`src/rtl/core/hsvcr_pkg.sv`:
```
`timescale 1ns / 1ps
package hsvcr_pkg;

	localparam int unsigned FRAME_W    = 11;
	localparam int unsigned CNT_W      = 19;
	localparam int unsigned RATIO_W    = 16;
	localparam int unsigned PROD_W     = CNT_W + RATIO_W;
	localparam int unsigned CFG_IDX_W  = 3;
	localparam int unsigned CFG_DATA_W = 16;

	localparam int unsigned DVD_W      = 18;
	localparam int unsigned DEN_W      = 9;
	localparam int unsigned QUO_W      = DVD_W - DEN_W;
	localparam int unsigned DIV_STEPS  = QUO_W;
	localparam int unsigned STEP_W     = $clog2(DIV_STEPS);

	localparam logic [CNT_W-1:0] COUNT_MAX = '1;
	localparam logic [QUO_W-1:0] HUE_WRAP  = QUO_W'(180);

	typedef enum logic [CFG_IDX_W-1:0] {
		REG_FRAME_WIDTH  = 3'd0,
		REG_FRAME_HEIGHT = 3'd1,
		REG_RATIO_Q16    = 3'd2,
		REG_HUE_MIN      = 3'd3,
		REG_HUE_MAX      = 3'd4,
		REG_SAT_MIN      = 3'd5,
		REG_VAL_MIN      = 3'd6
	} reg_idx_t;

	typedef struct packed {
		logic [7:0] blue;
		logic [7:0] green;
		logic [7:0] red;
		logic       last_pixel;
	} pixel_t;

	typedef struct packed {
		logic             detected;
		logic [CNT_W-1:0] green_count;
		logic [CNT_W-1:0] region_count;
	} result_t;

	typedef struct packed {
		logic [FRAME_W-1:0] frame_width;
		logic [FRAME_W-1:0] frame_height;
		logic [RATIO_W-1:0] ratio_q16;
		logic [7:0]         hue_min;
		logic [7:0]         hue_max;
		logic [7:0]         sat_min;
		logic [7:0]         val_min;
	} cfg_t;

	localparam cfg_t CFG_RESET = '{
		frame_width:  FRAME_W'(640),
		frame_height: FRAME_W'(480),
		ratio_q16:    RATIO_W'(6554),
		hue_min:      8'd35,
		hue_max:      8'd85,
		sat_min:      8'd100,
		val_min:      8'd100
	};

	typedef struct packed {
		logic load_pixel;
		logic prep;
		logic div_start_s;
		logic div_step;
		logic div_start_h;
		logic tally;
		logic product;
		logic emit;
	} cmd_t;

	typedef struct packed {
		logic div_done;
		logic last_pixel;
		logic out_free;
	} sts_t;

endpackage

```
`src/rtl/core/hsvcr_regs.sv`:
```
`timescale 1ns / 1ps
module hsvcr_regs (
	input  logic                             clk,
	input  logic                             arst_n,
	input  logic                             cfg_valid,
	output logic                             cfg_ready,
	input  logic [hsvcr_pkg::CFG_IDX_W-1:0]  cfg_index,
	input  logic [hsvcr_pkg::CFG_DATA_W-1:0] cfg_data,
	output hsvcr_pkg::cfg_t                  cfg
);
	import hsvcr_pkg::*;

	cfg_t cfg_q;

	assign cfg_ready = 1'b1;
	assign cfg       = cfg_q;

	always_ff @(posedge clk or negedge arst_n) begin
		if (!arst_n) begin
			cfg_q <= CFG_RESET;
		end else if (cfg_valid && cfg_ready) begin
			unique case (cfg_index)
				REG_FRAME_WIDTH:  cfg_q.frame_width  <= cfg_data[FRAME_W-1:0];
				REG_FRAME_HEIGHT: cfg_q.frame_height <= cfg_data[FRAME_W-1:0];
				REG_RATIO_Q16:    cfg_q.ratio_q16    <= cfg_data[RATIO_W-1:0];
				REG_HUE_MIN:      cfg_q.hue_min      <= cfg_data[7:0];
				REG_HUE_MAX:      cfg_q.hue_max      <= cfg_data[7:0];
				REG_SAT_MIN:      cfg_q.sat_min      <= cfg_data[7:0];
				REG_VAL_MIN:      cfg_q.val_min      <= cfg_data[7:0];
				default: ;
			endcase
		end
	end

endmodule

```
`src/rtl/core/hsvcr_dpath.sv`:
```
`timescale 1ns / 1ps
module hsvcr_dpath #(
	parameter int unsigned MAX_WIDTH  = 1024,
	parameter int unsigned MAX_HEIGHT = 1024
) (
	input  logic               clk,
	input  logic               arst_n,
	input  hsvcr_pkg::cfg_t    cfg,
	input  hsvcr_pkg::cmd_t    cmd,
	output hsvcr_pkg::sts_t    sts,
	input  hsvcr_pkg::pixel_t  pixel,
	output logic               result_valid,
	input  logic               result_stall,
	output hsvcr_pkg::result_t result
);
	import hsvcr_pkg::*;

	localparam int unsigned COL_W = $clog2(MAX_WIDTH);
	localparam int unsigned ROW_W = $clog2(MAX_HEIGHT);
	localparam int unsigned WS_W  = $clog2(MAX_WIDTH + 1);
	localparam int unsigned HS_W  = $clog2(MAX_HEIGHT + 1);
	localparam int unsigned SZ0_W = (WS_W > HS_W) ? WS_W : HS_W;
	localparam int unsigned SZ_W  = (SZ0_W > FRAME_W) ? SZ0_W : FRAME_W;
	localparam int unsigned RG_W  = SZ_W + 2;
	localparam int unsigned SNUM_W = 17;

	localparam logic [9:0] COEF_R = 10'd361;
	localparam logic [9:0] COEF_G = 10'd481;
	localparam logic [9:0] COEF_B = 10'd601;

	pixel_t pix_q;

	logic [7:0]        v_q;
	logic [7:0]        d_q;
	logic [DVD_W-1:0]  x_q;
	logic [SNUM_W-1:0] snum_q;
	logic [DEN_W-1:0]  sden_q;
	logic [DEN_W-1:0]  hden_q;
	logic [7:0]        s_q;

	logic [DEN_W-1:0]  rem_q;
	logic [QUO_W-1:0]  quo_q;
	logic [DEN_W-1:0]  den_q;
	logic [STEP_W-1:0] step_q;

	logic [COL_W-1:0]  col_q;
	logic [ROW_W-1:0]  row_q;
	logic [CNT_W-1:0]  green_q;
	logic [CNT_W-1:0]  region_q;
	logic [PROD_W-1:0] prod_q;
	logic              result_valid_q;
	result_t           result_q;

	logic [7:0]        r;
	logic [7:0]        g;
	logic [7:0]        b;
	logic [7:0]        vmax;
	logic [7:0]        vmin;
	logic [7:0]        dlt;
	logic [7:0]        p_ch;
	logic [7:0]        n_ch;
	logic [9:0]        coef;
	logic [DVD_W-1:0]  x_d;
	logic [SNUM_W-1:0] snum_d;

	logic [DEN_W:0]    trial;
	logic [DEN_W:0]    diff;
	logic              ge;

	logic [7:0]        hue;
	logic [7:0]        sat;
	logic              green_px;
	logic [SZ_W-1:0]   fw_ext;
	logic [SZ_W-1:0]   fh_ext;
	logic [SZ_W-1:0]   w_eff;
	logic [SZ_W-1:0]   h_eff;
	logic [RG_W-1:0]   row_inc;
	logic [RG_W-1:0]   row_x3;
	logic              in_region;
	logic              col_wrap;
	logic              row_wrap;
	logic              detected;

	always_comb begin
		r = pix_q.red;
		g = pix_q.green;
		b = pix_q.blue;
		vmax = r;
		vmin = r;
		if (g > vmax) vmax = g;
		if (b > vmax) vmax = b;
		if (g < vmin) vmin = g;
		if (b < vmin) vmin = b;
		dlt = vmax - vmin;
		if (r >= g && r >= b) begin
			p_ch = g;
			n_ch = b;
			coef = COEF_R;
		end else if (g >= b) begin
			p_ch = b;
			n_ch = r;
			coef = COEF_G;
		end else begin
			p_ch = r;
			n_ch = g;
			coef = COEF_B;
		end
		x_d = DVD_W'(p_ch) * DVD_W'(60) + DVD_W'(dlt) * DVD_W'(coef)
			- DVD_W'(n_ch) * DVD_W'(60);
		snum_d = SNUM_W'(dlt) * SNUM_W'(510) + SNUM_W'(vmax);
	end

	assign trial = {rem_q, quo_q[QUO_W-1]};
	assign diff  = trial - {1'b0, den_q};
	assign ge    = trial >= {1'b0, den_q};

	always_comb begin
		if (d_q == 8'd0) begin
			hue = 8'd0;
		end else if (quo_q >= HUE_WRAP) begin
			hue = 8'(quo_q - HUE_WRAP);
		end else begin
			hue = quo_q[7:0];
		end
		sat = (v_q == 8'd0) ? 8'd0 : s_q;
		green_px = hue >= cfg.hue_min && hue <= cfg.hue_max
			&& sat >= cfg.sat_min && v_q >= cfg.val_min;

		fw_ext = SZ_W'(cfg.frame_width);
		fh_ext = SZ_W'(cfg.frame_height);
		if (fw_ext == '0) begin
			w_eff = SZ_W'(1);
		end else if (fw_ext > SZ_W'(MAX_WIDTH)) begin
			w_eff = SZ_W'(MAX_WIDTH);
		end else begin
			w_eff = fw_ext;
		end
		if (fh_ext == '0) begin
			h_eff = SZ_W'(1);
		end else if (fh_ext > SZ_W'(MAX_HEIGHT)) begin
			h_eff = SZ_W'(MAX_HEIGHT);
		end else begin
			h_eff = fh_ext;
		end

		row_inc   = RG_W'(row_q) + RG_W'(1);
		row_x3    = row_inc + (row_inc << 1);
		in_region = row_x3 <= RG_W'(h_eff);
		col_wrap  = SZ_W'(col_q) + SZ_W'(1) >= w_eff;
		row_wrap  = SZ_W'(row_q) + SZ_W'(1) >= h_eff;
		detected  = {green_q, {RATIO_W{1'b0}}} > prod_q;
	end

	always_ff @(posedge clk) begin
		if (cmd.load_pixel) begin
			pix_q <= pixel;
		end
		if (cmd.prep) begin
			v_q    <= vmax;
			d_q    <= dlt;
			x_q    <= x_d;
			snum_q <= snum_d;
			sden_q <= {vmax, 1'b0};
			hden_q <= {dlt, 1'b0};
		end
		if (cmd.div_start_s) begin
			rem_q <= DEN_W'(snum_q >> QUO_W);
			quo_q <= snum_q[QUO_W-1:0];
			den_q <= sden_q;
		end else if (cmd.div_start_h) begin
			s_q   <= quo_q[7:0];
			rem_q <= x_q[DVD_W-1:QUO_W];
			quo_q <= x_q[QUO_W-1:0];
			den_q <= hden_q;
		end else if (cmd.div_step) begin
			rem_q <= ge ? diff[DEN_W-1:0] : trial[DEN_W-1:0];
			quo_q <= {quo_q[QUO_W-2:0], ge};
		end
		if (cmd.product) begin
			prod_q <= PROD_W'(region_q) * PROD_W'(cfg.ratio_q16);
		end
		if (cmd.emit) begin
			result_q.detected     <= detected;
			result_q.green_count  <= green_q;
			result_q.region_count <= region_q;
		end
	end

	always_ff @(posedge clk or negedge arst_n) begin
		if (!arst_n) begin
			step_q         <= '0;
			col_q          <= '0;
			row_q          <= '0;
			green_q        <= '0;
			region_q       <= '0;
			result_valid_q <= 1'b0;
		end else begin
			if (cmd.div_start_s || cmd.div_start_h) begin
				step_q <= '0;
			end else if (cmd.div_step) begin
				step_q <= step_q + STEP_W'(1);
			end

			if (cmd.tally) begin
				if (in_region) begin
					if (region_q != COUNT_MAX) region_q <= region_q + CNT_W'(1);
					if (green_px && green_q != COUNT_MAX) green_q <= green_q + CNT_W'(1);
				end
				if (pix_q.last_pixel) begin
					col_q <= '0;
					row_q <= '0;
				end else if (col_wrap) begin
					col_q <= '0;
					row_q <= row_wrap ? '0 : row_q + ROW_W'(1);
				end else begin
					col_q <= col_q + COL_W'(1);
				end
			end else if (cmd.emit) begin
				green_q  <= '0;
				region_q <= '0;
			end

			if (cmd.emit) begin
				result_valid_q <= 1'b1;
			end else if (result_valid_q && !result_stall) begin
				result_valid_q <= 1'b0;
			end
		end
	end

	assign sts.div_done   = step_q == STEP_W'(DIV_STEPS - 1);
	assign sts.last_pixel = pix_q.last_pixel;
	assign sts.out_free   = !result_valid_q || !result_stall;

	assign result_valid = result_valid_q;
	assign result       = result_q;

endmodule

```
`src/rtl/core/hsvcr_ctrl.sv`:
```
`timescale 1ns / 1ps
module hsvcr_ctrl (
	input  logic            clk,
	input  logic            arst_n,
	input  logic            pixel_valid,
	output logic            pixel_stall,
	input  hsvcr_pkg::sts_t sts,
	output hsvcr_pkg::cmd_t cmd
);
	import hsvcr_pkg::*;

	typedef enum logic [3:0] {
		ST_IDLE,
		ST_PREP,
		ST_S_START,
		ST_DIV_S,
		ST_H_START,
		ST_DIV_H,
		ST_TALLY,
		ST_PROD,
		ST_EMIT
	} state_t;

	state_t state_q;
	state_t state_d;

	always_comb begin
		state_d = state_q;
		cmd     = '0;
		unique case (state_q)
			ST_IDLE: begin
				cmd.load_pixel = pixel_valid;
				if (pixel_valid) state_d = ST_PREP;
			end
			ST_PREP: begin
				cmd.prep = 1'b1;
				state_d  = ST_S_START;
			end
			ST_S_START: begin
				cmd.div_start_s = 1'b1;
				state_d         = ST_DIV_S;
			end
			ST_DIV_S: begin
				cmd.div_step = 1'b1;
				if (sts.div_done) state_d = ST_H_START;
			end
			ST_H_START: begin
				cmd.div_start_h = 1'b1;
				state_d         = ST_DIV_H;
			end
			ST_DIV_H: begin
				cmd.div_step = 1'b1;
				if (sts.div_done) state_d = ST_TALLY;
			end
			ST_TALLY: begin
				cmd.tally = 1'b1;
				state_d   = sts.last_pixel ? ST_PROD : ST_IDLE;
			end
			ST_PROD: begin
				cmd.product = 1'b1;
				state_d     = ST_EMIT;
			end
			ST_EMIT: begin
				cmd.emit = sts.out_free;
				if (sts.out_free) state_d = ST_IDLE;
			end
			default: state_d = ST_IDLE;
		endcase
	end

	always_ff @(posedge clk or negedge arst_n) begin
		if (!arst_n) begin
			state_q <= ST_IDLE;
		end else begin
			state_q <= state_d;
		end
	end

	assign pixel_stall = state_q != ST_IDLE;

endmodule

```
`src/rtl/core/hsv_color_ratio_detector.sv`:
```
// Each pixel taken goes through prep, the S division, the H division and the tally;
// a last pixel then forms the product and puts its result in the output register once
// that register is free. A new pixel waits until the last one is done, paced by the
// single 9-step restoring divider, run once for S and once for H on every pixel.
// Reset (arst_n low, asynchronous): registers take their defaults, position and
// counters clear, the output register empties; no clearing pass follows.
`timescale 1ns / 1ps
module hsv_color_ratio_detector #(
	parameter int unsigned MAX_WIDTH  = 1024,
	parameter int unsigned MAX_HEIGHT = 1024
) (
	input  logic                             clk,
	input  logic                             arst_n,
	input  logic                             pixel_valid,
	output logic                             pixel_stall,
	input  hsvcr_pkg::pixel_t                pixel,
	output logic                             result_valid,
	input  logic                             result_stall,
	output hsvcr_pkg::result_t               result,
	input  logic                             cfg_valid,
	output logic                             cfg_ready,
	input  logic [hsvcr_pkg::CFG_IDX_W-1:0]  cfg_index,
	input  logic [hsvcr_pkg::CFG_DATA_W-1:0] cfg_data
);
	import hsvcr_pkg::*;

	cfg_t cfg;
	cmd_t cmd;
	sts_t sts;

	hsvcr_regs u_regs (
		.clk       (clk),
		.arst_n    (arst_n),
		.cfg_valid (cfg_valid),
		.cfg_ready (cfg_ready),
		.cfg_index (cfg_index),
		.cfg_data  (cfg_data),
		.cfg       (cfg)
	);

	hsvcr_ctrl u_ctrl (
		.clk         (clk),
		.arst_n      (arst_n),
		.pixel_valid (pixel_valid),
		.pixel_stall (pixel_stall),
		.sts         (sts),
		.cmd         (cmd)
	);

	hsvcr_dpath #(
		.MAX_WIDTH  (MAX_WIDTH),
		.MAX_HEIGHT (MAX_HEIGHT)
	) u_dpath (
		.clk          (clk),
		.arst_n       (arst_n),
		.cfg          (cfg),
		.cmd          (cmd),
		.sts          (sts),
		.pixel        (pixel),
		.result_valid (result_valid),
		.result_stall (result_stall),
		.result       (result)
	);

endmodule

```
`config.mk`:
```
export PLATFORM = sky130hd
export DESIGN_NAME = hsv_color_ratio_detector
export DESIGN_NICKNAME = d
export VERILOG_FILES = /design/src/rtl/core/hsvcr_pkg.sv /design/src/rtl/core/hsvcr_regs.sv /design/src/rtl/core/hsvcr_dpath.sv /design/src/rtl/core/hsvcr_ctrl.sv /design/src/rtl/core/hsv_color_ratio_detector.sv
export SDC_FILE = /design/constraint.sdc
export NUM_CORES = 2
export LEC_CHECK = 0
export ABC_AREA = 1
export ABC_CLOCK_PERIOD_IN_PS = 16200
export BUFFER_PORTS_ARGS = -buffer_cell sky130_fd_sc_hd__buf_2
export CORE_MARGIN = 3
export CORE_UTILIZATION = 62
export CTS_BUF_LIST = sky130_fd_sc_hd__clkbuf_8 sky130_fd_sc_hd__clkbuf_16
export DETAILED_ROUTE_END_ITERATION = 7
export PLACE_DENSITY = 0.79
export SYNTH_ARGS = -nofsm -noshare
export SYNTH_HDL_FRONTEND = slang
export SYNTH_SLANG_ARGS = --single-unit
```
`constraint.sdc`:
```
create_clock -name clk -period 16.2 [get_ports clk]
set_clock_uncertainty 0.15 [all_clocks]
set_input_delay 3.24 -clock clk [delete_from_list [all_inputs] [get_ports clk]]
set_output_delay 3.24 -clock clk [all_outputs]
set_load 0.02 [all_outputs]
```
# Word level (Yosys, flattened, before mapping)
# Index checks and enable logic that the tools add are counted.
[word_totals]
ff_bits = 321
in_bits = 49
elab_cells = 188
[classes]
add_sub_neg = 15
mul = 5
magnitude_cmp = 19
n_eq_ne = 24
n_mux = 56
n_bitwise = 1
reduce_logical = 37
[op_table]
columns = ["cell", "n"]
rows = [
  ["$mux 19", 7],
  ["$mux 8", 12],
  ["$mux 9", 8],
  ["$mux 10", 7],
  ["$ge 8x8->1", 6],
  ["$mux 11", 4],
  ["$add 19x1->19 const B", 2],
  ["$ne 19x19->1 const B", 2],
  ["$pmux 4 s9", 1],
  ["$gt 35x35->1", 1],
  ["$mul 19x16->35", 1],
  ["$add 10x1->11 const B", 3],
  ["$mul 8x4->12 const B", 2],
  ["$mux 4", 6],
  ["$ge 11x11->1", 2],
  ["$gt 11x11->1 const B", 2],
  ["$logic_not 11->1", 2],
  ["$add 10x1->10 const B", 2],
  ["$add 14x18->18", 1],
  ["$mul 8x10->18", 1],
  ["$reduce_and 2->1", 9],
  ["$sub 18x14->18", 1],
  ["$add 17x8->17", 1],
  ["$eq 4x3->1 const B", 4],
  ["other kinds (35)", 70],
]

# Depth between registers and ports, before layout
[depth]
depth_word = 11
mapped_depth = 64

# Modules after synthesis
# From an unflattened synthesis, not the netlist that was laid out.
[unflattened]
cells_unflattened = 3955
area_unflattened_um2 = 33602.2
[modules_own_cells]
columns = ["module", "instances", "cells_per_inst", "area_per_inst_um2", "seq_area_each_um2"]
rows = [
  ["hsvcr_dpath", 1, 3581, 30434.2, 7001.7],
  ["hsvcr_regs", 1, 319, 2847.7, 1784.2],
  ["hsvcr_ctrl", 1, 55, 320.3, 100.1],
]

# Worst setup path before layout
# Ideal clock, no wire load.
[synth_path]
path_type = "reg2reg"
startpoint = "reg u_dpath.pix_q, in the netlist u_dpath.b[1]"
endpoint = "reg u_dpath.x_q[17], data pin"
t_arrival_ps = 9176
setup_slack_ps = 6614
stages_incl_launch_ff = 44
period_less_slack_ps = 9586
cell_sequence = "edfxtp_1 > inv_1 > ha_1 > a21boi_1 > o21a_1 > o21a_1 > o21ai_1 > nand2_1 > a21oi_1 > nor2_1 > a211o_1 > nand2_1 > clkinv_1 > nor2_2 > inv_1 > clkbuf_1 > o221ai_1 > inv_1 > [... 8 more ...] > xor2_1 > fa_1 > fa_1 > fa_1 > fa_1 > fa_1 > inv_1 > ha_1 > inv_1 > o21bai_1 > a21oi_1 > o21bai_1 > a21oi_1 > o21bai_1 > nand2_1 > nand2_1 > a21oi_1 > xnor2_1"
[synth_between]
elab_chain_len = 6
word_cells_on_any_way = 19
[synth_rtl]
columns = ["element", "line_no", "text"]
rows = [
  ["from (decl)", "hsvcr_dpath.sv:31", "pixel_t pix_q;"],
  ["from (signal assigned)", "hsvcr_dpath.sv:156", "pix_q <= pixel;"],
  ["$gt 8x8->1, or another cell as far along", "hsvcr_dpath.sv:91", "if (b > vmax) vmax = b;"],
  ["$mux 8, or another cell as far along", "hsvcr_dpath.sv:91", ""],
  ["$sub 8x8->8, or another cell as far along", "hsvcr_dpath.sv:94", "dlt = vmax - vmin;"],
  ["$mul 8x10->18 / $mul 8x4->12 (equally long branches)", "hsvcr_dpath.sv:108", "x_d = DVD_W'(p_ch) * DVD_W'(60) + DVD_W'(dlt) * DVD_W'(coef)"],
  ["$add 14x18->18", "hsvcr_dpath.sv:108", ""],
  ["$sub 18x14->18 *", "hsvcr_dpath.sv:109", "- DVD_W'(n_ch) * DVD_W'(60);"],
  ["net u_dpath.x_d[17]", "hsvcr_dpath.sv:63", "logic [DVD_W-1:0] x_d;"],
  ["to (signal assigned)", "hsvcr_dpath.sv:161", "x_q <= x_d;"],
  ["to (decl)", "hsvcr_dpath.sv:35", "logic [DVD_W-1:0] x_q;"],
]
# Mark *: on every way through the listed nets, which the timed path passes. The rest lies on a longest branch.
# A chain may end at the register's enable or synchronous reset.

# Final worst setup path
[layout_path]
startpoint = "reg u_dpath.pix_q, in the netlist u_dpath.b[1]"
endpoint = "reg u_dpath.x_q[16], data pin"
# The elaborated chain is that of the path after synthesis.

==> impl_metrics.ini <==
[critical_path]
crit_slowest_cell = o221ai_1
crit_top_cell = inv_1
cp_slowest_stage_delay_ns = 0.60
cp.required_ns = 16.35
end_kind = flip-flop
rrSetupSlack_ns = 4.94
worst-setup-path-type = flip-flop to flip-flop
cp_max_fo = 25
cp-start-kind = flip-flop
crit_arrival_ns = 11.41

[cells_and_area]
regArea_sq_um = 8886
num-fill-cells = 4272
multi_input_area_sq_um = 21000
nets = 4757
diodes = 0
drive_gt1_frac = 0.05932
area_growth_pct = 6.621

[sta]
hold_viol = 0
drv_slew = 0
tightest_slew_ns = 1.162
fin_tns_setup_ns = 0
max_freq_mhz = 88.83
rsz0062_at_grt = no
period_share = 0.6949
max_slew_margin = 0.2252
min_period_ns = 11.26
setup_viol = 0

[floorplanning]
chipWidth_um = 239.1
dieArea_sq_um = 57180
core_area_sq_um = 53180
pin_count = 91
rows = 84
die_h_um = 239.1
start_util = 0.6336

[global_route]
antenna_found_initial = 0
grt_pass1_vias = 26641
grt_usage = 0.2933
grt_pass1_wl_um = 133900
overflow = 0
grt_max_degree = 80

[yosys]
ys_top_cells_by_area = fa_1, edfxtp_1, ha_1
ys_dominant_reg_cell = edfxtp_1
synth-seq-area-share = 0.2637
avgSynthCellArea_sq_um = 8.526
synth_top_cell_by_area = fa_1
syn_inst = 3952
synth.most_common_cell = inv_1
synthTopCellsByCount = inv_1, nand2_1, ha_1
synth_seq_cells = 318
yosysWarnings = 0
synth_nets = 4726
synth_top_area_share = 0.2014
synth_cell_type_count = 61
synth_area_sq_um = 33700
synthArstFlopShare = 0.4308
synth_edf_count = 180

[detailed_routing]
vias = 26132
firstDrtPassIters = 8
ant_nets = 0
drt_iter0_drc = 2105
viasPerCell = 5.560
wl_um = 81010
drc = 0
wl_per_cell_um = 17.24

[clock_network]
post_cts_resized = 0
ctsLongestPathBuffers = 3
clock_latency_ns = 0.56
h-tree-depth = 2
numCtsBuffers = 38
cts-root-buf = clkbuf_16
clkTransAtPathRegs_ns = 0.06
cts_tree = yes
ctsHoldBuffers = 0
cts.sinks = 318
post-cts-setup-buffers = 0

[place]
portBuffers = 89
hpwl_um = 62670
gp_congestion = 0.9192

[worst_hold_path]
hold_class = flip-flop to flip-flop

[run_status]
status = finished clean

[job]
drv_cap = 0
[final timing paths]
kind                                   from                  to  depth (start not counted)
max                            u_dpath.b[1]     u_dpath.x_q[16]                         45
min                        u_dpath.quo_q[6]      u_dpath.s_q[6]                          0
max reg2reg                    u_dpath.b[1]     u_dpath.x_q[16]                         45
min reg2reg                u_dpath.quo_q[6]      u_dpath.s_q[6]                          0
max in group asynchronous            arst_n    u_dpath.row_q[5]                          2
min in group asynchronous            arst_n  u_dpath.green_q[5]                          1
[area by class of cell]
cell class,count,share of cell area
Inverter,892,0.09319
Clock inverter,28,0.006338
Sequential cell,318,0.2473
Clock buffer,41,0.02793
Timing Repair Buffer,109,0.01675
Tap cell,688,0.02396
Multi-Input combinational cell,2624,0.5845
[per-layer routing]
layer | routed length, um | vias up | track usage
met1 | 32460 | 12535 | 0.3712
met4 | 3206 | 0 | 0.1136
met5 | 0 | - | 0
met2 | 39460 | 946 | 0.5089
li1 | - | 12434 | -
met3 | 5877 | 217 | 0.04580
[critical path, delay by kind of cell, from the launching register on]
family | cells | cell delay (ns)
compound gates | 15 | 3.02
xor+xnor | 2 | 0.24
fa+ha+maj | 10 | 4.36
buf+inv | 9 | 1.57
flops | 1 | 0.48
simple gates | 9 | 1.13
[cells by family (layout without fill, tap and decap cells)]
group / count (synthesis) / after routing / share of synthesized area
buffers and inverters: 1010 / 1070 / 0.1138
other: 1 / 1 / 0.0001113
DFF: 318 / 318 / 0.2637
xor gates and xnor gates: 151 / 151 / 0.03992
and+or+nand+nor: 1289 / 1289 / 0.1568
adders and majority gates: 725 / 725 / 0.3447
muxes: 5 / 5 / 0.001671
AOI/OAI and AO/OA: 453 / 453 / 0.07924
[through the flow]
| stage | std cells | area [sq um] | utilization | worst slack, ns | hold slack, ns |
|---|---|---|---|---|---|
| 2_1_floorplan | 3952 | 33700 | - | 6.614 | 0.2731 |
| 3_3_place_gp | 4631 | 34700 | 0.6524 | 5.267 | 0.2821 |
| 3_5_place_dp | 4631 | 34700 | 0.6524 | 5.038 | 0.2868 |
| 4_1_cts | 4700 | 35930 | 0.6756 | 5.023 | 0.2969 |
| 5_1_grt | 4700 | 35930 | 0.6756 | 3.856 | 0.3292 |
| 6_report | 4700 | 35930 | 0.6756 | 4.943 | 0.2990 |
[cell usage in the layout, fill, tap and decap left out, types with 31 or more instances in the layout]
cell       count
fa_1         339
nand3_1      127
nand4_1       31
dfrtp_1      111
edfxtp_1     180
clkbuf_16     39
nor2_1       175
xor2_1        99
xnor2_1       49
buf_2         88
nand2_1      866
o21ai_0      165
inv_1        894
ha_1         386
a21oi_1      133
[flip-flops by register name (all words and copies together) (netlist names), 9 cells and up]
signal / cells
u_dpath.prod_q: 35
u_dpath.col_q: 10
u_dpath.result: 39
u_dpath.row_q: 10
u_regs.cfg: 70
u_dpath.region_q: 19
u_dpath.rem_q: 9
u_dpath.snum_q: 17
u_dpath.quo_q: 9
u_dpath.green_q: 19
u_dpath.x_q: 18
Power is not shown: default switching activity piles up to over one toggle a cycle in this logic, so the estimate is an artifact.
